===== src/hw/rtl/vat_pkg.sv =====
`timescale 1ns / 1ps

package vat_pkg;

	localparam int COORD_W             = 32;
	localparam int COEFF_W             = 16;
	localparam int COORD_FRAC_BITS_DEF = 16;
	localparam int TRIG_FRAC_BITS      = 14;
	localparam int NUM_LANES           = 3;
	localparam int CFG_IDX_W           = 3;
	// multiplier operands and products
	localparam int F2_W    = COEFF_W + 1;
	localparam int PROD1_W = 2 * COORD_W;
	localparam int PROD2_W = COORD_W + F2_W;
	localparam int SUM_W   = PROD1_W + 2;

	localparam logic signed [COORD_W-1:0] COORD_MAX = 32'sh7fffffff;
	localparam logic signed [COORD_W-1:0] COORD_MIN = 32'sh80000000;
	localparam logic signed [COORD_W-1:0] SCALE_ONE_DEF = 32'sh00010000;
	localparam logic signed [COEFF_W-1:0] COS_RST = 16'sh4000;

	typedef enum logic [2:0] {
		MODE_TRANSLATE = 3'd0,
		MODE_SCALE_AXIS = 3'd1,
		MODE_SCALE_ALL = 3'd2,
		MODE_ROT_X = 3'd3,
		MODE_ROT_Y = 3'd4,
		MODE_ROT_Z = 3'd5
	} vat_mode_t;

	typedef enum logic [1:0] {
		AXIS_X = 2'd0,
		AXIS_Y = 2'd1,
		AXIS_Z = 2'd2
	} vat_axis_t;

	typedef enum logic [CFG_IDX_W-1:0] {
		REG_MODE = 3'd0,
		REG_AXIS = 3'd1,
		REG_OFFSET = 3'd2,
		REG_SCALE = 3'd3,
		REG_COS = 3'd4,
		REG_SIN = 3'd5
	} vat_reg_t;

	// which rounding shift a lane applies after the sum
	typedef enum logic [1:0] {
		SH_NONE,
		SH_COORD,
		SH_TRIG
	} vat_shift_t;

	typedef struct packed {
		logic signed [COORD_W-1:0] x_in;
		logic signed [COORD_W-1:0] y_in;
		logic signed [COORD_W-1:0] z_in;
		logic                      last_in;
	} vat_in_t;

	typedef struct packed {
		logic signed [COORD_W-1:0] x_out;
		logic signed [COORD_W-1:0] y_out;
		logic signed [COORD_W-1:0] z_out;
		logic                      last_out;
		logic                      saturated;
	} vat_out_t;

	// lane result = (a1*f1 + a2*f2) rounded and shifted
	typedef struct packed {
		logic signed [COORD_W-1:0] a1;
		logic signed [COORD_W-1:0] f1;
		logic signed [COORD_W-1:0] a2;
		logic signed [F2_W-1:0]    f2;
		vat_shift_t                sh;
	} vat_opnd_t;

	typedef struct packed {
		logic s1;
		logic s2;
		logic s3;
		logic s4;
	} vat_adv_t;

	typedef struct packed {
		logic [2:0]                mode;
		logic [1:0]                axis;
		logic signed [COORD_W-1:0] offset;
		logic signed [COORD_W-1:0] scale_factor;
		logic signed [COEFF_W-1:0] cos_coeff;
		logic signed [COEFF_W-1:0] sin_coeff;
	} vat_cfg_t;

endpackage


===== src/hw/rtl/vat_lane.sv =====
`timescale 1ns / 1ps

module vat_lane import vat_pkg::*; #(
	parameter int COORD_FRAC_BITS = COORD_FRAC_BITS_DEF
) (
	input  logic                      clk,
	input  vat_adv_t                  adv,
	input  vat_opnd_t                 opnd_s1,
	output logic signed [COORD_W-1:0] coord_s4,
	output logic                      sat_s4
);

	// half an output LSB; zero when there is no shift
	localparam logic signed [SUM_W-1:0] RND_COORD = (SUM_W'(1) << COORD_FRAC_BITS) >> 1;
	localparam logic signed [SUM_W-1:0] RND_TRIG = SUM_W'(1) << (TRIG_FRAC_BITS - 1);
	localparam logic signed [SUM_W-1:0] LIM_MAX = SUM_W'(COORD_MAX);
	localparam logic signed [SUM_W-1:0] LIM_MIN = SUM_W'(COORD_MIN);

	logic signed [PROD1_W-1:0] p1_s2;
	logic signed [PROD2_W-1:0] p2_s2;
	vat_shift_t                sh_s2;
	logic signed [SUM_W-1:0]   sum_s3;
	vat_shift_t                sh_s3;
	logic signed [SUM_W-1:0]   rnd;
	logic signed [SUM_W-1:0]   shifted;

	always_ff @(posedge clk) begin
		if (adv.s2) begin
			p1_s2 <= opnd_s1.a1 * opnd_s1.f1;
			p2_s2 <= PROD2_W'(opnd_s1.a2) * PROD2_W'(opnd_s1.f2);
			sh_s2 <= opnd_s1.sh;
		end
	end

	always_comb begin
		case (sh_s2)
			SH_COORD: rnd = RND_COORD;
			SH_TRIG:  rnd = RND_TRIG;
			default:  rnd = '0;
		endcase
	end

	always_ff @(posedge clk) begin
		if (adv.s3) begin
			sum_s3 <= SUM_W'(p1_s2) + SUM_W'(p2_s2) + rnd;
			sh_s3  <= sh_s2;
		end
	end

	always_comb begin
		case (sh_s3)
			SH_COORD: shifted = sum_s3 >>> COORD_FRAC_BITS;
			SH_TRIG:  shifted = sum_s3 >>> TRIG_FRAC_BITS;
			default:  shifted = sum_s3;
		endcase
	end

	always_ff @(posedge clk) begin
		if (adv.s4) begin
			if (shifted > LIM_MAX) begin
				coord_s4 <= COORD_MAX;
				sat_s4   <= 1'b1;
			end else if (shifted < LIM_MIN) begin
				coord_s4 <= COORD_MIN;
				sat_s4   <= 1'b1;
			end else begin
				coord_s4 <= shifted[COORD_W-1:0];
				sat_s4   <= 1'b0;
			end
		end
	end

endmodule


===== config.mk =====
export PLATFORM = sky130hd
export DESIGN_NAME = vat_lane
export DESIGN_NICKNAME = d
export VERILOG_FILES = /design/src/hw/rtl/vat_pkg.sv /design/src/hw/rtl/vat_lane.sv
export SDC_FILE = /design/constraint.sdc
export NUM_CORES = 2
export LEC_CHECK = 0
export BUFFER_PORTS_ARGS = -buffer_cell sky130_fd_sc_hd__buf_4
export CAP_MARGIN = 20
export CORE_ASPECT_RATIO = 1.4
export CORE_MARGIN = 4
export CORE_UTILIZATION = 37
export CTS_CLUSTER_DIAMETER = 60
export DETAILED_ROUTE_END_ITERATION = 10
export GPL_ROUTABILITY_DRIVEN = 0
export PLACE_DENSITY = 0.51
export SLEW_MARGIN = 0
export SYNTH_ARGS = -nofsm -noshare
export SYNTH_HDL_FRONTEND = slang
export SYNTH_SLANG_ARGS = --single-unit
export TNS_END_PERCENT = 1

===== constraint.sdc =====
create_clock -name clk -period 28.4 [get_ports clk]
set_input_delay 5.68 -clock clk [delete_from_list [all_inputs] [get_ports clk]]
set_output_delay 5.68 -clock clk [all_outputs]
set_load 0.02 [all_outputs]

==> results.py <==
metrics = {
    "drt": {
        "routed_wirelength_um": 178000,
        "vias": 46500,
        "drcViolationCount": 0,
        "highest_layer": "met5",
        "drtPass1Iterations": 5,
        "wl_met2_um": 92700,
        "viasPerCell": 5.01,
        "drt_iter0_drc": 2098,
        "final_antenna_net_count": 0,
        "wl_per_cell_um": 19.2,
        "met1_length_um": 74400,
        "dr_wl_met3_um": 6440,
    },
    "worst_setup_path": {
        "crit_buf_inv": 6,
        "crit_top_cell": "fa_1",
        "worst_ep_required_time_ns": 28.64,
        "critPathTopFamily": "adder cells",
        "endpoint_kind": "register",
        "critPathMaxStageDelay_ns": 1.00,
        "cp-start-kind": "input port",
        "critPathSlowestCell": "fa_1",
        "worstSetupPathType": "in -> reg",
        "crit_arrival_ns": 14.59,
        "r2r_slack_ns": 23.92,
        "path_max_fanout": 32,
    },
    "global_routing": {
        "grt_pass1_vias": 52800,
        "antenna_found_initial": 4,
        "grt_pass1_wl_um": 295000,
        "grt_max_degree": 67,
        "grtUsageTotal_pct": 19.6,
        "gr-total-overflow": 0,
    },
    "cts": {
        "clock_latency_ns": 0.54,
        "cts_tree": "done",
        "post_cts_buffers": 0,
        "cts_resized": 0,
        "cts_hold_buf": 0,
        "cts_sinks": 216,
        "clk_path_buf_depth": 3,
        "numCtsBuffers": 20,
        "root_buffer": "clkbuf_16",
        "cts-htree-levels": 1,
        "clk_pin_slew_ns": 0.07,
    },
    "synthesis": {
        "synth_area_um2": 67000,
        "synth_top_area_share_pct": 48.0,
        "synth_cell_types": 74,
        "syn_area_per_cell_um2": 9.55,
        "syn_nets": 9170,
        "synth_mux_area_share_pct": 0.0616,
        "synth_top_family_by_area": "adder cells",
        "synth_warnings": 0,
        "ys.flop_type": "edfxtp_1",
        "synth_compound_area_share_pct": 6.52,
        "yosys.area_share.simple_pct": 14.7,
        "synth_edf_count": 216,
        "synth_cells": 7017,
        "synth-adder-area-share_pct": 55.9,
        "ys_ff_latch": 216,
        "synth_area_leader_cell": "fa_1",
        "synth_area_leaders": "fa_1 48%, edfxtp_1 9.7%, inv_1 8.8%",
        "synthXorXnorAreaFrac_pct": 2.35,
        "synth-seq-area-share_pct": 9.68,
        "synthArstFlopShare_pct": 0,
    },
    "sta": {
        "hold_viol_final": 0,
        "tightest_slew_ns": 0.974,
        "period_minus_slack_ns": 14.34,
        "max_freq_mhz": 69.7,
        "setup_viol": 0,
        "final.setup.tns_ns": 0,
        "slew_violations": 0,
        "rsz0062_at_grt": "false",
        "slew_headroom_pct": 35.0,
        "skew_ns": 0.0248,
        "fin_crit_sh_pct": 50.5,
    },
    "layout": {
        "areaGrowthSynthToFinish_pct": 5.32,
        "layout-drive-gt1-share_pct": 3.02,
        "mostFrequentLayoutCells": "1606 x fa_1, 1568 x inv_1, 910 x nand2_1",
        "nets": 8995,
        "final_common_cell": "fa_1",
    },
    "die": {
        "io_pins": 153,
        "rows": 184,
        "die_area_um2": 188000,
        "die_w_um": 368,
        "design.core.area_um2": 180000,
        "die_y_um": 512,
        "start_util_pct": 37.3,
    },
    "run": {
        "maxCapViolCount": 0,
    },
    "placement": {
        "portBuffers": 151,
        "place_hpwl_um": 146000,
    },
    "status": {
        "status": "finished clean",
    },
    "worst_hold_path": {
        "hold_path.class": "reg -> reg",
    },
}
==> stage by stage <==
step | setup WS, ns | cell area [um^2] | instances | utilization, % | hold slack, ns
final | 14.06 | 70600 | 9276 | 39.3 | 0.488
after detailed placement | 13.46 | 69900 | 9238 | 38.9 | 0.478
after global placement | 13.49 | 69900 | 9238 | 38.9 | 0.469
after floorplan | 15.01 | 67000 | 7017 | - | 0.442
after global routing | 13.53 | 70600 | 9274 | 39.3 | 0.516
after CTS | 13.95 | 70600 | 9274 | 39.3 | 0.490
==> Yosys cell counts (all sizes together) (5+ instances only) <==
cell and instances:
and2 698, o31ai 10, a21boi 7, o211ai 13, ha 427, o21a 18
o21bai 27, nor4 6, or3 9, a21o 95, o22ai 8, edfxtp 216
a211oi 14, clkbuf 350, a221o 5, a22oi 51, a2111oi 8, buf 7
a211o 8, nor3 16, a311oi 6, fa 1606, nand3 42, or4 10
xnor2 127, and3 14, a21oi 221, nand4 38, a221oi 7, nand2 910
xor2 53, a41oi 7, and4 5, o21ai 128, nand2b 56, nor2 112
inv 1568, a31oi 14, nor2b 47
==> worst paths after layout <==
| kind | from | to | cells after the start |
|---|---|---|---|
| setup / recovery | opnd_s1[54] | p1_s2[60]$_DFFE_PP_ | 25 |
| hold / removal | sh_s2[1]$_DFFE_PP_ | sh_s3[1]$_DFFE_PP_ | 0 |
| setup reg to reg | sh_s2[0]$_DFFE_PP_ | sum_s3[65]$_DFFE_PP_ | 13 |
| hold reg to reg | sh_s2[1]$_DFFE_PP_ | sh_s3[1]$_DFFE_PP_ | 0 |
==> final cells by class <==
| cell class | count | area [um^2] |
|---|---|---|
| antenna | 2 | 5.00 |
| clock buffer | 26 | 544 |
| clock inverter | 10 | 103 |
| fill | 18100 | 109000 |
| inverter | 1568 | 5890 |
| multi-input combinational | 4876 | 53300 |
| sequential | 216 | 6490 |
| tap | 2418 | 3030 |
| timing repair buffer | 160 | 1200 |
==> metal layers <==
layer | up-vias | GRT usage (%)
li1 | 20700 | -
met1 | 24500 | 25.2
met4 | 4 | 4.85
met2 | 998 | 35.8
met5 | - | 0
met3 | 248 | 1.44
==> registers in the layout, indices dropped and copies added, names as in the netlist <==
register  cells
sum_s3       66
sh_s3         2
p2_s2        49
p1_s2        64
coord_s4     32
sh_s2         2
sat_s4        1
==> cell families (layout without fill, tap and decap cells) <==
kind of cell	count (synthesis)	count (layout)
fa+ha+maj	2033	2033
compound gates	677	677
mux	4	4
flops	216	216
other cells	0	2
xor+xnor	180	180
buf+inv	1925	1764
simple gates	1982	1982
Power is not shown: default switching activity piles up to over one toggle a cycle in this logic, so the estimate is an artifact.
