### src/hw/rtl/vat_pkg.sv
`timescale 1ns / 1ps

package vat_pkg;

	localparam int COORD_W             = 32;
	localparam int COEFF_W             = 16;
	localparam int COORD_FRAC_BITS_DEF = 16;
	localparam int TRIG_FRAC_BITS      = 14;
	localparam int NUM_LANES           = 3;
	localparam int CFG_IDX_W           = 3;
	// multiplier operands and products
	localparam int F2_W    = COEFF_W + 1;
	localparam int PROD1_W = 2 * COORD_W;
	localparam int PROD2_W = COORD_W + F2_W;
	localparam int SUM_W   = PROD1_W + 2;

	localparam logic signed [COORD_W-1:0] COORD_MAX = 32'sh7fffffff;
	localparam logic signed [COORD_W-1:0] COORD_MIN = 32'sh80000000;
	localparam logic signed [COORD_W-1:0] SCALE_ONE_DEF = 32'sh00010000;
	localparam logic signed [COEFF_W-1:0] COS_RST = 16'sh4000;

	typedef enum logic [2:0] {
		MODE_TRANSLATE = 3'd0,
		MODE_SCALE_AXIS = 3'd1,
		MODE_SCALE_ALL = 3'd2,
		MODE_ROT_X = 3'd3,
		MODE_ROT_Y = 3'd4,
		MODE_ROT_Z = 3'd5
	} vat_mode_t;

	typedef enum logic [1:0] {
		AXIS_X = 2'd0,
		AXIS_Y = 2'd1,
		AXIS_Z = 2'd2
	} vat_axis_t;

	typedef enum logic [CFG_IDX_W-1:0] {
		REG_MODE = 3'd0,
		REG_AXIS = 3'd1,
		REG_OFFSET = 3'd2,
		REG_SCALE = 3'd3,
		REG_COS = 3'd4,
		REG_SIN = 3'd5
	} vat_reg_t;

	// which rounding shift a lane applies after the sum
	typedef enum logic [1:0] {
		SH_NONE,
		SH_COORD,
		SH_TRIG
	} vat_shift_t;

	typedef struct packed {
		logic signed [COORD_W-1:0] x_in;
		logic signed [COORD_W-1:0] y_in;
		logic signed [COORD_W-1:0] z_in;
		logic                      last_in;
	} vat_in_t;

	typedef struct packed {
		logic signed [COORD_W-1:0] x_out;
		logic signed [COORD_W-1:0] y_out;
		logic signed [COORD_W-1:0] z_out;
		logic                      last_out;
		logic                      saturated;
	} vat_out_t;

	// lane result = (a1*f1 + a2*f2) rounded and shifted
	typedef struct packed {
		logic signed [COORD_W-1:0] a1;
		logic signed [COORD_W-1:0] f1;
		logic signed [COORD_W-1:0] a2;
		logic signed [F2_W-1:0]    f2;
		vat_shift_t                sh;
	} vat_opnd_t;

	typedef struct packed {
		logic s1;
		logic s2;
		logic s3;
		logic s4;
	} vat_adv_t;

	typedef struct packed {
		logic [2:0]                mode;
		logic [1:0]                axis;
		logic signed [COORD_W-1:0] offset;
		logic signed [COORD_W-1:0] scale_factor;
		logic signed [COEFF_W-1:0] cos_coeff;
		logic signed [COEFF_W-1:0] sin_coeff;
	} vat_cfg_t;

endpackage

### src/hw/rtl/vat_operand_sel.sv
`timescale 1ns / 1ps

module vat_operand_sel import vat_pkg::*; (
	input  logic      clk,
	input  vat_cfg_t  cfg,
	input  vat_adv_t  adv,
	input  vat_in_t   vertex,
	output vat_opnd_t opnd_s1 [NUM_LANES]
);

	logic signed [COORD_W-1:0] v [NUM_LANES];
	vat_opnd_t                 opnd [NUM_LANES];
	logic [1:0]                ax;
	logic [1:0]                p;
	logic [1:0]                q;
	logic                      rot_en;
	logic signed [COORD_W-1:0] c_ext;
	logic signed [F2_W-1:0]    s_ext;

	assign v[0] = vertex.x_in;
	assign v[1] = vertex.y_in;
	assign v[2] = vertex.z_in;

	// axis code three falls to z
	assign ax = (cfg.axis == AXIS_X) ? AXIS_X : (cfg.axis == AXIS_Y) ? AXIS_Y : AXIS_Z;
	assign c_ext = COORD_W'(cfg.cos_coeff);
	assign s_ext = F2_W'(cfg.sin_coeff);

	always_comb begin
		for (int i = 0; i < NUM_LANES; i++) begin
			opnd[i].a1 = v[i];
			opnd[i].f1 = COORD_W'(1);
			opnd[i].a2 = '0;
			opnd[i].f2 = '0;
			opnd[i].sh = SH_NONE;
		end
		rot_en = 1'b0;
		p = AXIS_X;
		q = AXIS_Y;
		case (cfg.mode)
			MODE_TRANSLATE: begin
				opnd[ax].a2 = cfg.offset;
				opnd[ax].f2 = F2_W'(1);
			end
			MODE_SCALE_AXIS: begin
				opnd[ax].f1 = cfg.scale_factor;
				opnd[ax].sh = SH_COORD;
			end
			MODE_SCALE_ALL: begin
				for (int i = 0; i < NUM_LANES; i++) begin
					opnd[i].f1 = cfg.scale_factor;
					opnd[i].sh = SH_COORD;
				end
			end
			MODE_ROT_X: begin
				rot_en = 1'b1;
				p = AXIS_Y;
				q = AXIS_Z;
			end
			MODE_ROT_Y: begin
				rot_en = 1'b1;
				p = AXIS_X;
				q = AXIS_Z;
			end
			MODE_ROT_Z: begin
				rot_en = 1'b1;
				p = AXIS_X;
				q = AXIS_Y;
			end
			default: ;
		endcase
		// p' = p*c + q*s, q' = q*c - p*s
		if (rot_en) begin
			opnd[p].a1 = v[p];
			opnd[p].f1 = c_ext;
			opnd[p].a2 = v[q];
			opnd[p].f2 = s_ext;
			opnd[p].sh = SH_TRIG;
			opnd[q].a1 = v[q];
			opnd[q].f1 = c_ext;
			opnd[q].a2 = v[p];
			opnd[q].f2 = -s_ext;
			opnd[q].sh = SH_TRIG;
		end
	end

	always_ff @(posedge clk) begin
		if (adv.s1) begin
			opnd_s1 <= opnd;
		end
	end

endmodule

### config.mk
export PLATFORM = sky130hd
export DESIGN_NAME = vat_operand_sel
export DESIGN_NICKNAME = d
export VERILOG_FILES = /design/src/hw/rtl/vat_pkg.sv /design/src/hw/rtl/vat_operand_sel.sv
export SDC_FILE = /design/constraint.sdc
export NUM_CORES = 1
export LEC_CHECK = 0
export BUFFER_PORTS_ARGS = -buffer_cell sky130_fd_sc_hd__buf_4
export CAP_MARGIN = 20
export CELL_PAD_IN_SITES_DETAIL_PLACEMENT = 1
export CELL_PAD_IN_SITES_GLOBAL_PLACEMENT = 2
export CORE_AREA = 2 2 216 218
export CTS_CLUSTER_DIAMETER = 100
export DETAILED_ROUTE_END_ITERATION = 7
export DIE_AREA = 0 0 218 220
export GPL_TIMING_DRIVEN = 0
export PLACE_DENSITY_LB_ADDON = 0.1
export SYNTH_ARGS = -nofsm -noshare
export SYNTH_HDL_FRONTEND = slang
export SYNTH_SLANG_ARGS = --single-unit
### constraint.sdc
create_clock -name clk -period 4.5 [get_ports clk]
set_clock_uncertainty 0.15 [all_clocks]
set_input_delay 0.45 -clock clk [delete_from_list [all_inputs] [get_ports clk]]
set_output_delay 0.45 -clock clk [all_outputs]
set_load 0.01 [all_outputs]
==> flow_summary.toml, run 1 <==
[outcome]
status = "finished, final reports clean"

[setup_path]
crit_fanout = 10
start_kind = "input pin"
worst-endpoint-arrival_ns = 2.46
cp.required_ns = 4.75
end_kind = "register"
worstSetupPathType = "in2reg"

[cells_and_area]
areaGrowthSynthToFinish_pct = 45.20
top_regs = "opnd_s1: 344 flops"
top_register = "opnd_s1"
layout.nets = 1868
layout-drive-gt1-share = 0.3881
nFillCells = 4884
largest_reg_flops = 344
final_util = 0.4585

[global_route]
grt_antenna_before_repair = 2
track_usage = 0.2427
grt_overflow = 0
grt_pass1_vias = 11860
grt_max_degree = 110
grt_first_pass_wirelength_mm = 83.52

[routing]
met1Wirelength_mm = 23.45
drc = 0
dr.max_layer_used = "met4"
avgViaCountPerCell = 5.001
via_count = 11510
wl_met3_mm = 5.340
drt_first_pass_iters = 7
ant_nets = 0
wl_met2_mm = 29.82
wl_mm = 59.75
wl_per_cell_um = 25.95
drtIter0Drc = 792

[synth]
synthArstFlopShare = 0
synth_most_common_cell = "edfxtp_1"
synth-seq-cells = 344
yosysUniqueCellTypes = 62
synth_area_per_cell_um2 = 13.92
yosys.area.top_type_share = 0.7133
synth_cells = 1040
synth_top_area_cell = "edfxtp_1"
synth_nets = 1244
netlist_area_um2 = 14480
ys_seq_area_frac = 0.7133
synth_area_leaders = "edfxtp_1, clkbuf_1, nand2_1"
synthFlopType = "edfxtp_1"
synth_edf_count = 344
synth.cells.most_frequent = "edfxtp_1, clkbuf_1, nand2_1"
yosysWarningCount = 0

[clock_tree]
clock_path_buffers = 3
clock_tree.root_cell = "clkbuf_16"
htreeDepth = 2
cts_tree = "built"
cts_setup_buffers = 0
clkTransAtPathRegs_ns = 0.06
numCtsBuffers = 41
clkSinkCount = 344

[sta]
fin_crit_ns = 2.206
rsz0062_at_grt = "no"
final.setup.worst_slack_ns = 2.294
finalSetupTns_ns = 0
final_hold_viol_count = 0
slew_headroom = 0.2319
worstMarginPinSlew_ns = 1.152
timing.fmax_ghz = 0.4532
timing.final.crit_share = 0.4903
hold_ws_ns = 0.02763
setup_viol = 0
drv_slew = 0

[power_and_ir_drop]
p_clk_frac = 0.381
intPower_mw = 6.248
p_sw_mw = 2.094
vdd_drop_max_uv = 320.8
leakagePower_nw = 8.648
power_frac_comb = 0.151
power_density_nw_per_um2 = 396.7
switching_share = 0.2511
sequentialPowerShare = 0.468

[place]
place_worst_setup_slack_ns = 1.717
place.gp.congestion = 0.7820
hpwl_mm = 43.98
numPortBuffers = 535

[die]
rows = 79
coreArea_um2 = 45860
start_util = 0.3157
dieArea_um2 = 47960
die_h_um = 220
die_w_um = 218
ios = 548

[worst_hold_path]
holdCritPathClass = "in2reg"

[run]
max_cap_viol_count = 0
## area by class of cell
class | count | area, µm² | share of cell area
Inverter | 45 | 168.9 | 0.008033
Multi-Input combinational cell | 482 | 3256 | 0.1548
Tap cell | 607 | 759.5 | 0.03612
Clock inverter | 22 | 185.2 | 0.008806
Timing Repair Buffer | 581 | 4537 | 0.2158
Buffer | 169 | 726.9 | 0.03457
Antenna cell | 2 | 5.005 | 0.0002380
Clock buffer | 50 | 1060 | 0.05040
Sequential cell | 344 | 10330 | 0.4913
## cells in the final DEF, fill, tap and decap left out, types with 5 or more instances in the layout
| master | count |
|---|---|
| clkinv_2 | 15 |
| nor3_1 | 6 |
| xnor2_1 | 9 |
| o22ai_1 | 17 |
| edfxtp_1 | 344 |
| a22o_1 | 37 |
| nor2_1 | 21 |
| nor4_1 | 5 |
| a21oi_1 | 10 |
| a22oi_1 | 44 |
| mux2i_1 | 33 |
| nand2_1 | 109 |
| clkbuf_1 | 133 |
| buf_4 | 542 |
| a222oi_1 | 37 |
| o2bb2ai_1 | 32 |
| and2_1 | 17 |
| dlygate4sd3_1 | 43 |
| clkbuf_16 | 41 |
| buf_2 | 31 |
| a31oi_1 | 7 |
| o21ai_0 | 38 |
| inv_1 | 43 |
| nand4_1 | 6 |
## cell families (layout without fill, tap and decap cells)
kind of cell               Yosys count  in the layout  share of synthesized area
and+or+nand+nor                    200            200                    0.06921
DFF                                344            344                     0.7133
AOI/OAI and AO/OA                  238            238                     0.1259
adders and majority gates            1              1                  0.0008639
other                                0              2                          0
xor gates and xnor gates            10             10                   0.006048
muxes                               33             33                    0.02281
buffers and inverters              214            867                    0.06186
## power by group through the flow
stage | clock network, mW | logic [mW] | registers (mW)
after floorplan | 0 | 0.255 | 4.11
after global placement | 0 | 1.22 | 3.98
after detailed placement | 0 | 1.24 | 3.97
after CTS | 3.26 | 1.28 | 3.91
after global routing | 3.35 | 1.35 | 3.93
final | 3.18 | 1.26 | 3.90
## worst max-delay path: stages
cell and delay (ns):
buf_4 0.14, buf_4 0.18, nor4b_2 0.87, buf_2 0.54, a222oi_1 0.16, inv_1 0.11
## final timing paths
check | start | to | slack [ns] | cells past startpoint
worst max-delay path | cfg[98] | opnd_s1[20] | 2.29 | 6
worst min-delay path | vertex[90] | opnd_s1[338] | 0.03 | 2
## per-stage QoR
step	instances	instance area (µm²)	total power, mW
after global routing	2302	21030	8.625
after floorplan	1040	14480	4.360
after CTS	2300	21020	8.440
after global placement	2182	19260	5.199
after detailed placement	2185	19350	5.211
final	2302	21030	8.342
## layer usage
layer	GRT usage	vias up
met4	0.05714	0
met3	0.08226	61
met2	0.4208	472
met1	0.2900	5819
met5	0	-
li1	-	5160
## timing repair
item / CTS / global route
resized for setup: 0 / 0
hold buffers: 43 / 0
hold endpoints to repair: 43 / 0
Power figures use the tool's default switching activity.
==> run 2: changes to the inputs <==
--- a/config.mk
+++ b/config.mk
@@ -9,10 +9,10 @@
 export CAP_MARGIN = 20
 export CELL_PAD_IN_SITES_DETAIL_PLACEMENT = 1
 export CELL_PAD_IN_SITES_GLOBAL_PLACEMENT = 2
-export CORE_AREA = 2 2 216 218
+export CORE_MARGIN = 1
+export CORE_UTILIZATION = 32
 export CTS_CLUSTER_DIAMETER = 100
 export DETAILED_ROUTE_END_ITERATION = 7
-export DIE_AREA = 0 0 218 220
 export GPL_TIMING_DRIVEN = 0
 export PLACE_DENSITY_LB_ADDON = 0.1
 export SYNTH_ARGS = -nofsm -noshare
==> constraint.sdc (replaced) <==
create_clock -name clk -period 2.1 [get_ports clk]
set_clock_uncertainty 0.15 [all_clocks]
set_input_delay 0.21 -clock clk [delete_from_list [all_inputs] [get_ports clk]]
set_output_delay 0.21 -clock clk [all_outputs]
set_load 0.01 [all_outputs]
==> flow_summary.toml, run 2 (synthesis gave the netlist of run 1 again) <==
[outcome]
status = "finished, final reports clean"

[die]
rows = 77
dieArea_um2 = 46110
die_w_um = 214.7
die_h_um = 214.7
start_util = 0.3261
coreArea_um2 = 44410
ios = 548

[sta]
final_hold_viol_count = 0
hold_ws_ns = 0.03067
rsz0062_at_grt = "no"
worstMarginPinSlew_ns = 1.128
fin_crit_ns = 2.015
slew_headroom = 0.2481
timing.fmax_ghz = 0.4962
setup_viol = 0
drv_slew = 0
timing.final.crit_share = 0.9597

[worst_hold_path]
holdCritPathClass = "in2reg"

[setup_path]
start_kind = "input pin"
path_depth = 9
cpLargestDelayFamily = "buffers and inverters"
path_cells = "buf_4 > nand2b_1 > buf_4 > inv_2 > o21a_1 > buf_4 > buf_2 > a21o_1 > dlygate4sd3_1"
worstSetupPathType = "in2reg"
critPathMaxStageDelay_ns = 0.55
cp_slowest_cell = "dlygate4sd3_1"
crit_fanout = 10
cp_num_buf_inv = 6
cp.required_ns = 2.25
endpoint = "opnd_s1[117]"
cp-startpoint = "cfg[99]"
end_kind = "register"
crit_top_cell = "buf_4"
worst-endpoint-arrival_ns = 2.16

[cells_and_area]
final_common_cell = "buf_4"
largest_reg_flops = 344
final_cell_mix = "buf_4, edfxtp_1, dlygate4sd3_1"
layout-drive-gt1-share = 0.3471
final_util = 0.5117
top_register = "opnd_s1"
areaGrowthSynthToFinish_pct = 56.93
instances_no_fill = 2460
final_area_um2 = 22730
top_regs = "opnd_s1: 344 flops"
layout.nets = 2040

[clock_tree]
clkTransAtPathRegs_ns = 0.06
cts_tree = "built"
clock_path_buffers = 3
htreeDepth = 2
clock_tree.root_cell = "clkbuf_16"
clkSinkCount = 344
numCtsBuffers = 41

[routing]
drtIter0Drc = 792
wl_mm = 61.19
drt_first_pass_iters = 6
wl_per_cell_um = 24.87
via_count = 12270
drc = 0
ant_nets = 0
avgViaCountPerCell = 4.988

[power_and_ir_drop]
leakagePower_nw = 9.369
power_frac_comb = 0.165
intPower_mw = 13.60
switching_share = 0.2497
p_sw_mw = 4.527
p_clk_frac = 0.373
vdd_drop_max_uv = 658.4
power_density_nw_per_um2 = 797.6
sequentialPowerShare = 0.462
finalPower_mw = 18.13

[global_route]
track_usage = 0.2614
grt_overflow = 0
grt_first_pass_wirelength_mm = 88.06
grt_max_degree = 124
grt_pass1_vias = 13150
grt_antenna_before_repair = 6

[place]
numPortBuffers = 535
place.gp.congestion = 0.7788
placed_area_um2 = 19330
hpwl_mm = 42.66
placed_cells = 2170

[run]
max_cap_viol_count = 0
run 2: cell type report:
cell class / count / area, µm²
tap: 592 / 740.7
timing repair buffer: 753 / 6259
sequential: 344 / 10330
clock buffer: 55 / 1079
buffer: 169 / 730.7
fill: 4610 / 21690
multi-input combinational: 482 / 3258
inverter: 45 / 168.9
antenna: 4 / 10.01
clock inverter: 16 / 150.1
run 2: worst min-delay path by stage:
stage | slack [ns] | startpoint | cells past startpoint | endpoint
after detailed placement | 0.32 | adv[3] | 1 | opnd_s1[90]
after global placement | 0.34 | vertex[59] | 2 | opnd_s1[224]
after floorplan | 0.17 | adv[3] | 0 | opnd_s1[0]
final | 0.03 | cfg[96] | 3 | opnd_s1[257]
after global routing | 0.03 | cfg[96] | 3 | opnd_s1[257]
after CTS | 0.002 | cfg[1] | 3 | opnd_s1[5]
run 2: layer usage:
layer,vias to the layer above,routed length [µm],track usage,share of wire
li1,5503,-,-,-
met1,6121,23880,0.3066,0.39
met2,529,30120,0.4475,0.49
met3,114,4743,0.07304,0.078
met4,4,2425,0.1110,0.040
met5,-,28,0,0.00046
run 2: per-stage QoR:
step / setup WS, ns / setup TNS [ns]
6_report: 0.08456 / 0
4_1_cts: 0.03841 / 0
3_3_place_gp: -2.075 / -724.18
3_5_place_dp: -0.3842 / -28.18
2_1_floorplan: 0.3794 / 0
5_1_grt: 0.02492 / 0
run 2: repair_timing:
action | in CTS | in global routing
gates resized for setup | 0 | 4
buffers inserted | 0 | 0
hold buffers | 215 | 0
hold endpoints to repair | 334 | 0
setup endpoints to repair | 0 | 8
run 2: power by group through the flow:
stage / logic [mW] / clock network [mW] / registers (mW)
4_1_cts: 2.99 / 6.94 / 8.38
6_report: 2.99 / 6.76 / 8.38
2_1_floorplan: 0.547 / 0 / 8.80
3_3_place_gp: 2.59 / 0 / 8.53
5_1_grt: 3.16 / 7.16 / 8.43
3_5_place_dp: 2.64 / 0 / 8.51
==> run 3: changes to the inputs <==
==> config.mk (replaced) <==
export PLATFORM = sky130hd
export DESIGN_NAME = vat_operand_sel
export DESIGN_NICKNAME = d
export VERILOG_FILES = /design/src/hw/rtl/vat_pkg.sv /design/src/hw/rtl/vat_operand_sel.sv
export SDC_FILE = /design/constraint.sdc
export NUM_CORES = 1
export LEC_CHECK = 0
export BUFFER_PORTS_ARGS = -buffer_cell sky130_fd_sc_hd__buf_4
export CORE_AREA = 2 2 215 217
export CTS_CLUSTER_DIAMETER = 100
export DETAILED_ROUTE_END_ITERATION = 7
export DIE_AREA = 0 0 217 219
export GPL_TIMING_DRIVEN = 0
export MAX_ROUTING_LAYER = met4
export SYNTH_ARGS = -nofsm -noshare
export SYNTH_HDL_FRONTEND = slang
export SYNTH_SLANG_ARGS = --single-unit
==> flow_summary.toml, run 3 (synthesis gave the netlist of run 1 again) <==
[power_and_ir_drop]
p_clk_frac = 0.364
power_frac_comb = 0.165
leakagePower_nw = 9.250
p_sw_mw = 4.380
finalPower_mw = 17.77
power_density_nw_per_um2 = 789.2
switching_share = 0.2465
intPower_mw = 13.39
sequentialPowerShare = 0.471
vdd_drop_max_uv = 674.9

[sta]
setup_viol = 0
drv_slew = 0
final_hold_viol_count = 0
slew_headroom = 0.2608
rsz0062_at_grt = "no"
worstMarginPinSlew_ns = 1.109
final.setup.worst_slack_ns = 0.09710
timing.fmax_ghz = 0.4993
timing.final.crit_share = 0.9538
fin_crit_ns = 2.003

[die]
die_h_um = 219
rows = 78
dieArea_um2 = 47520
ios = 548
die_w_um = 217
start_util = 0.3212
coreArea_um2 = 45090

[routing]
ant_nets = 0
via_count = 12280
drc = 0
drt_first_pass_iters = 7
wl_mm = 58.19
avgViaCountPerCell = 5.012
wl_per_cell_um = 23.74
drtIter0Drc = 1238

[setup_path]
worstSetupPathType = "in2reg"
end_kind = "register"
worst-endpoint-arrival_ns = 2.25
cp.required_ns = 2.35
cp-startpoint = "cfg[98]"
crit_fanout = 10
start_kind = "input pin"

[cells_and_area]
largest_reg_flops = 344
top_register = "opnd_s1"
nFillCells = 3931
seqCellArea_um2 = 10330
layout.nets = 2023
final_common_cell = "buf_4"
final_cell_mix = "buf_4, edfxtp_1, dlygate4sd3_1"
top_regs = "opnd_s1: 344 flops"
multi_input_area_um2 = 3264
areaGrowthSynthToFinish_pct = 55.50
layout-drive-gt1-share = 0.3485

[place]
place.gp.congestion = 0.8715
numPortBuffers = 535
place_worst_setup_slack_ns = -0.6321
hpwl_mm = 41.08

[worst_hold_path]
holdCritPathClass = "in2reg"
hp-start = "cfg[14]"

[global_route]
grt_overflow = 0
grt_first_pass_wirelength_mm = 81.83
grt_pass1_vias = 12650
track_usage = 0.2438
grt_max_degree = 131
grt_antenna_before_repair = 6

[run]
max_cap_viol_count = 0

[clock_tree]
cts_tree = "built"
clkTransAtPathRegs_ns = 0.06
numCtsBuffers = 39
cts_setup_buffers = 0
clock_path_buffers = 3
clkSinkCount = 344
htreeDepth = 2
clock_tree.root_cell = "clkbuf_16"

[outcome]
status = "finished, final reports clean"
run 3: worst max-delay path, cell delays in order:
cell,delay [ns]
buf_4,0.14
buf_4,0.19
nor3b_4,0.46
clkbuf_1,0.80
a222oi_1,0.33
inv_1,0.11
run 3: routing by layer:
| metal | up-vias | wire length, µm | global-route usage |
|---|---|---|---|
| met5 | - | 0 | - |
| met4 | 0 | 1873 | 0.08014 |
| met3 | 104 | 5509 | 0.06764 |
| met2 | 684 | 28830 | 0.4133 |
| met1 | 6014 | 21970 | 0.2794 |
| li1 | 5482 | - | - |
run 3: stage by stage:
stage                     hold slack, ns  setup TNS, ns  instance area, µm²  std cells  utilization
final                            0.04783              0               22520       2451       0.4994
after CTS                        0.01154              0               22500       2445       0.4991
after global placement            0.3340        -691.58               19250       2175       0.4269
after detailed placement          0.3379         -41.83               19310       2177       0.4283
after global routing             0.03542              0               22520       2451       0.4994
after floorplan                   0.1725              0               14480       1040            -
run 3: timing repair:
item	4_1_cts	5_1_grt
resized for setup	1	2
hold buffers	201	0
setup endpoints to repair	1	1
endpoints found under the hold margin	324	0
run 3: worst paths after layout:
path | endpoint | cells after the start
worst min-delay path | opnd_s1[131] | 2
worst max-delay path | opnd_s1[30] | 6
run 3: area by class of cell:
class                   count  share of cell area
inverters                  45            0.007501
diodes                      6           0.0006667
multi-input cells         482              0.1450
plain buffers             169             0.03234
repair buffers            738              0.2705
well taps                 600             0.03334
flip-flops and latches    344              0.4587
clock inverters            18            0.007001
clock buffers              49             0.04500
run 3: power groups by stage:
stage          Combinational, mW  Clock, mW  Sequential (mW)
6_report                    2.93       6.46             8.38
5_1_grt                     3.10       6.82             8.43
4_1_cts                     2.92       6.57             8.38
3_5_place_dp                2.60          0             8.52
3_3_place_gp                2.56          0             8.54
2_1_floorplan              0.547          0             8.80
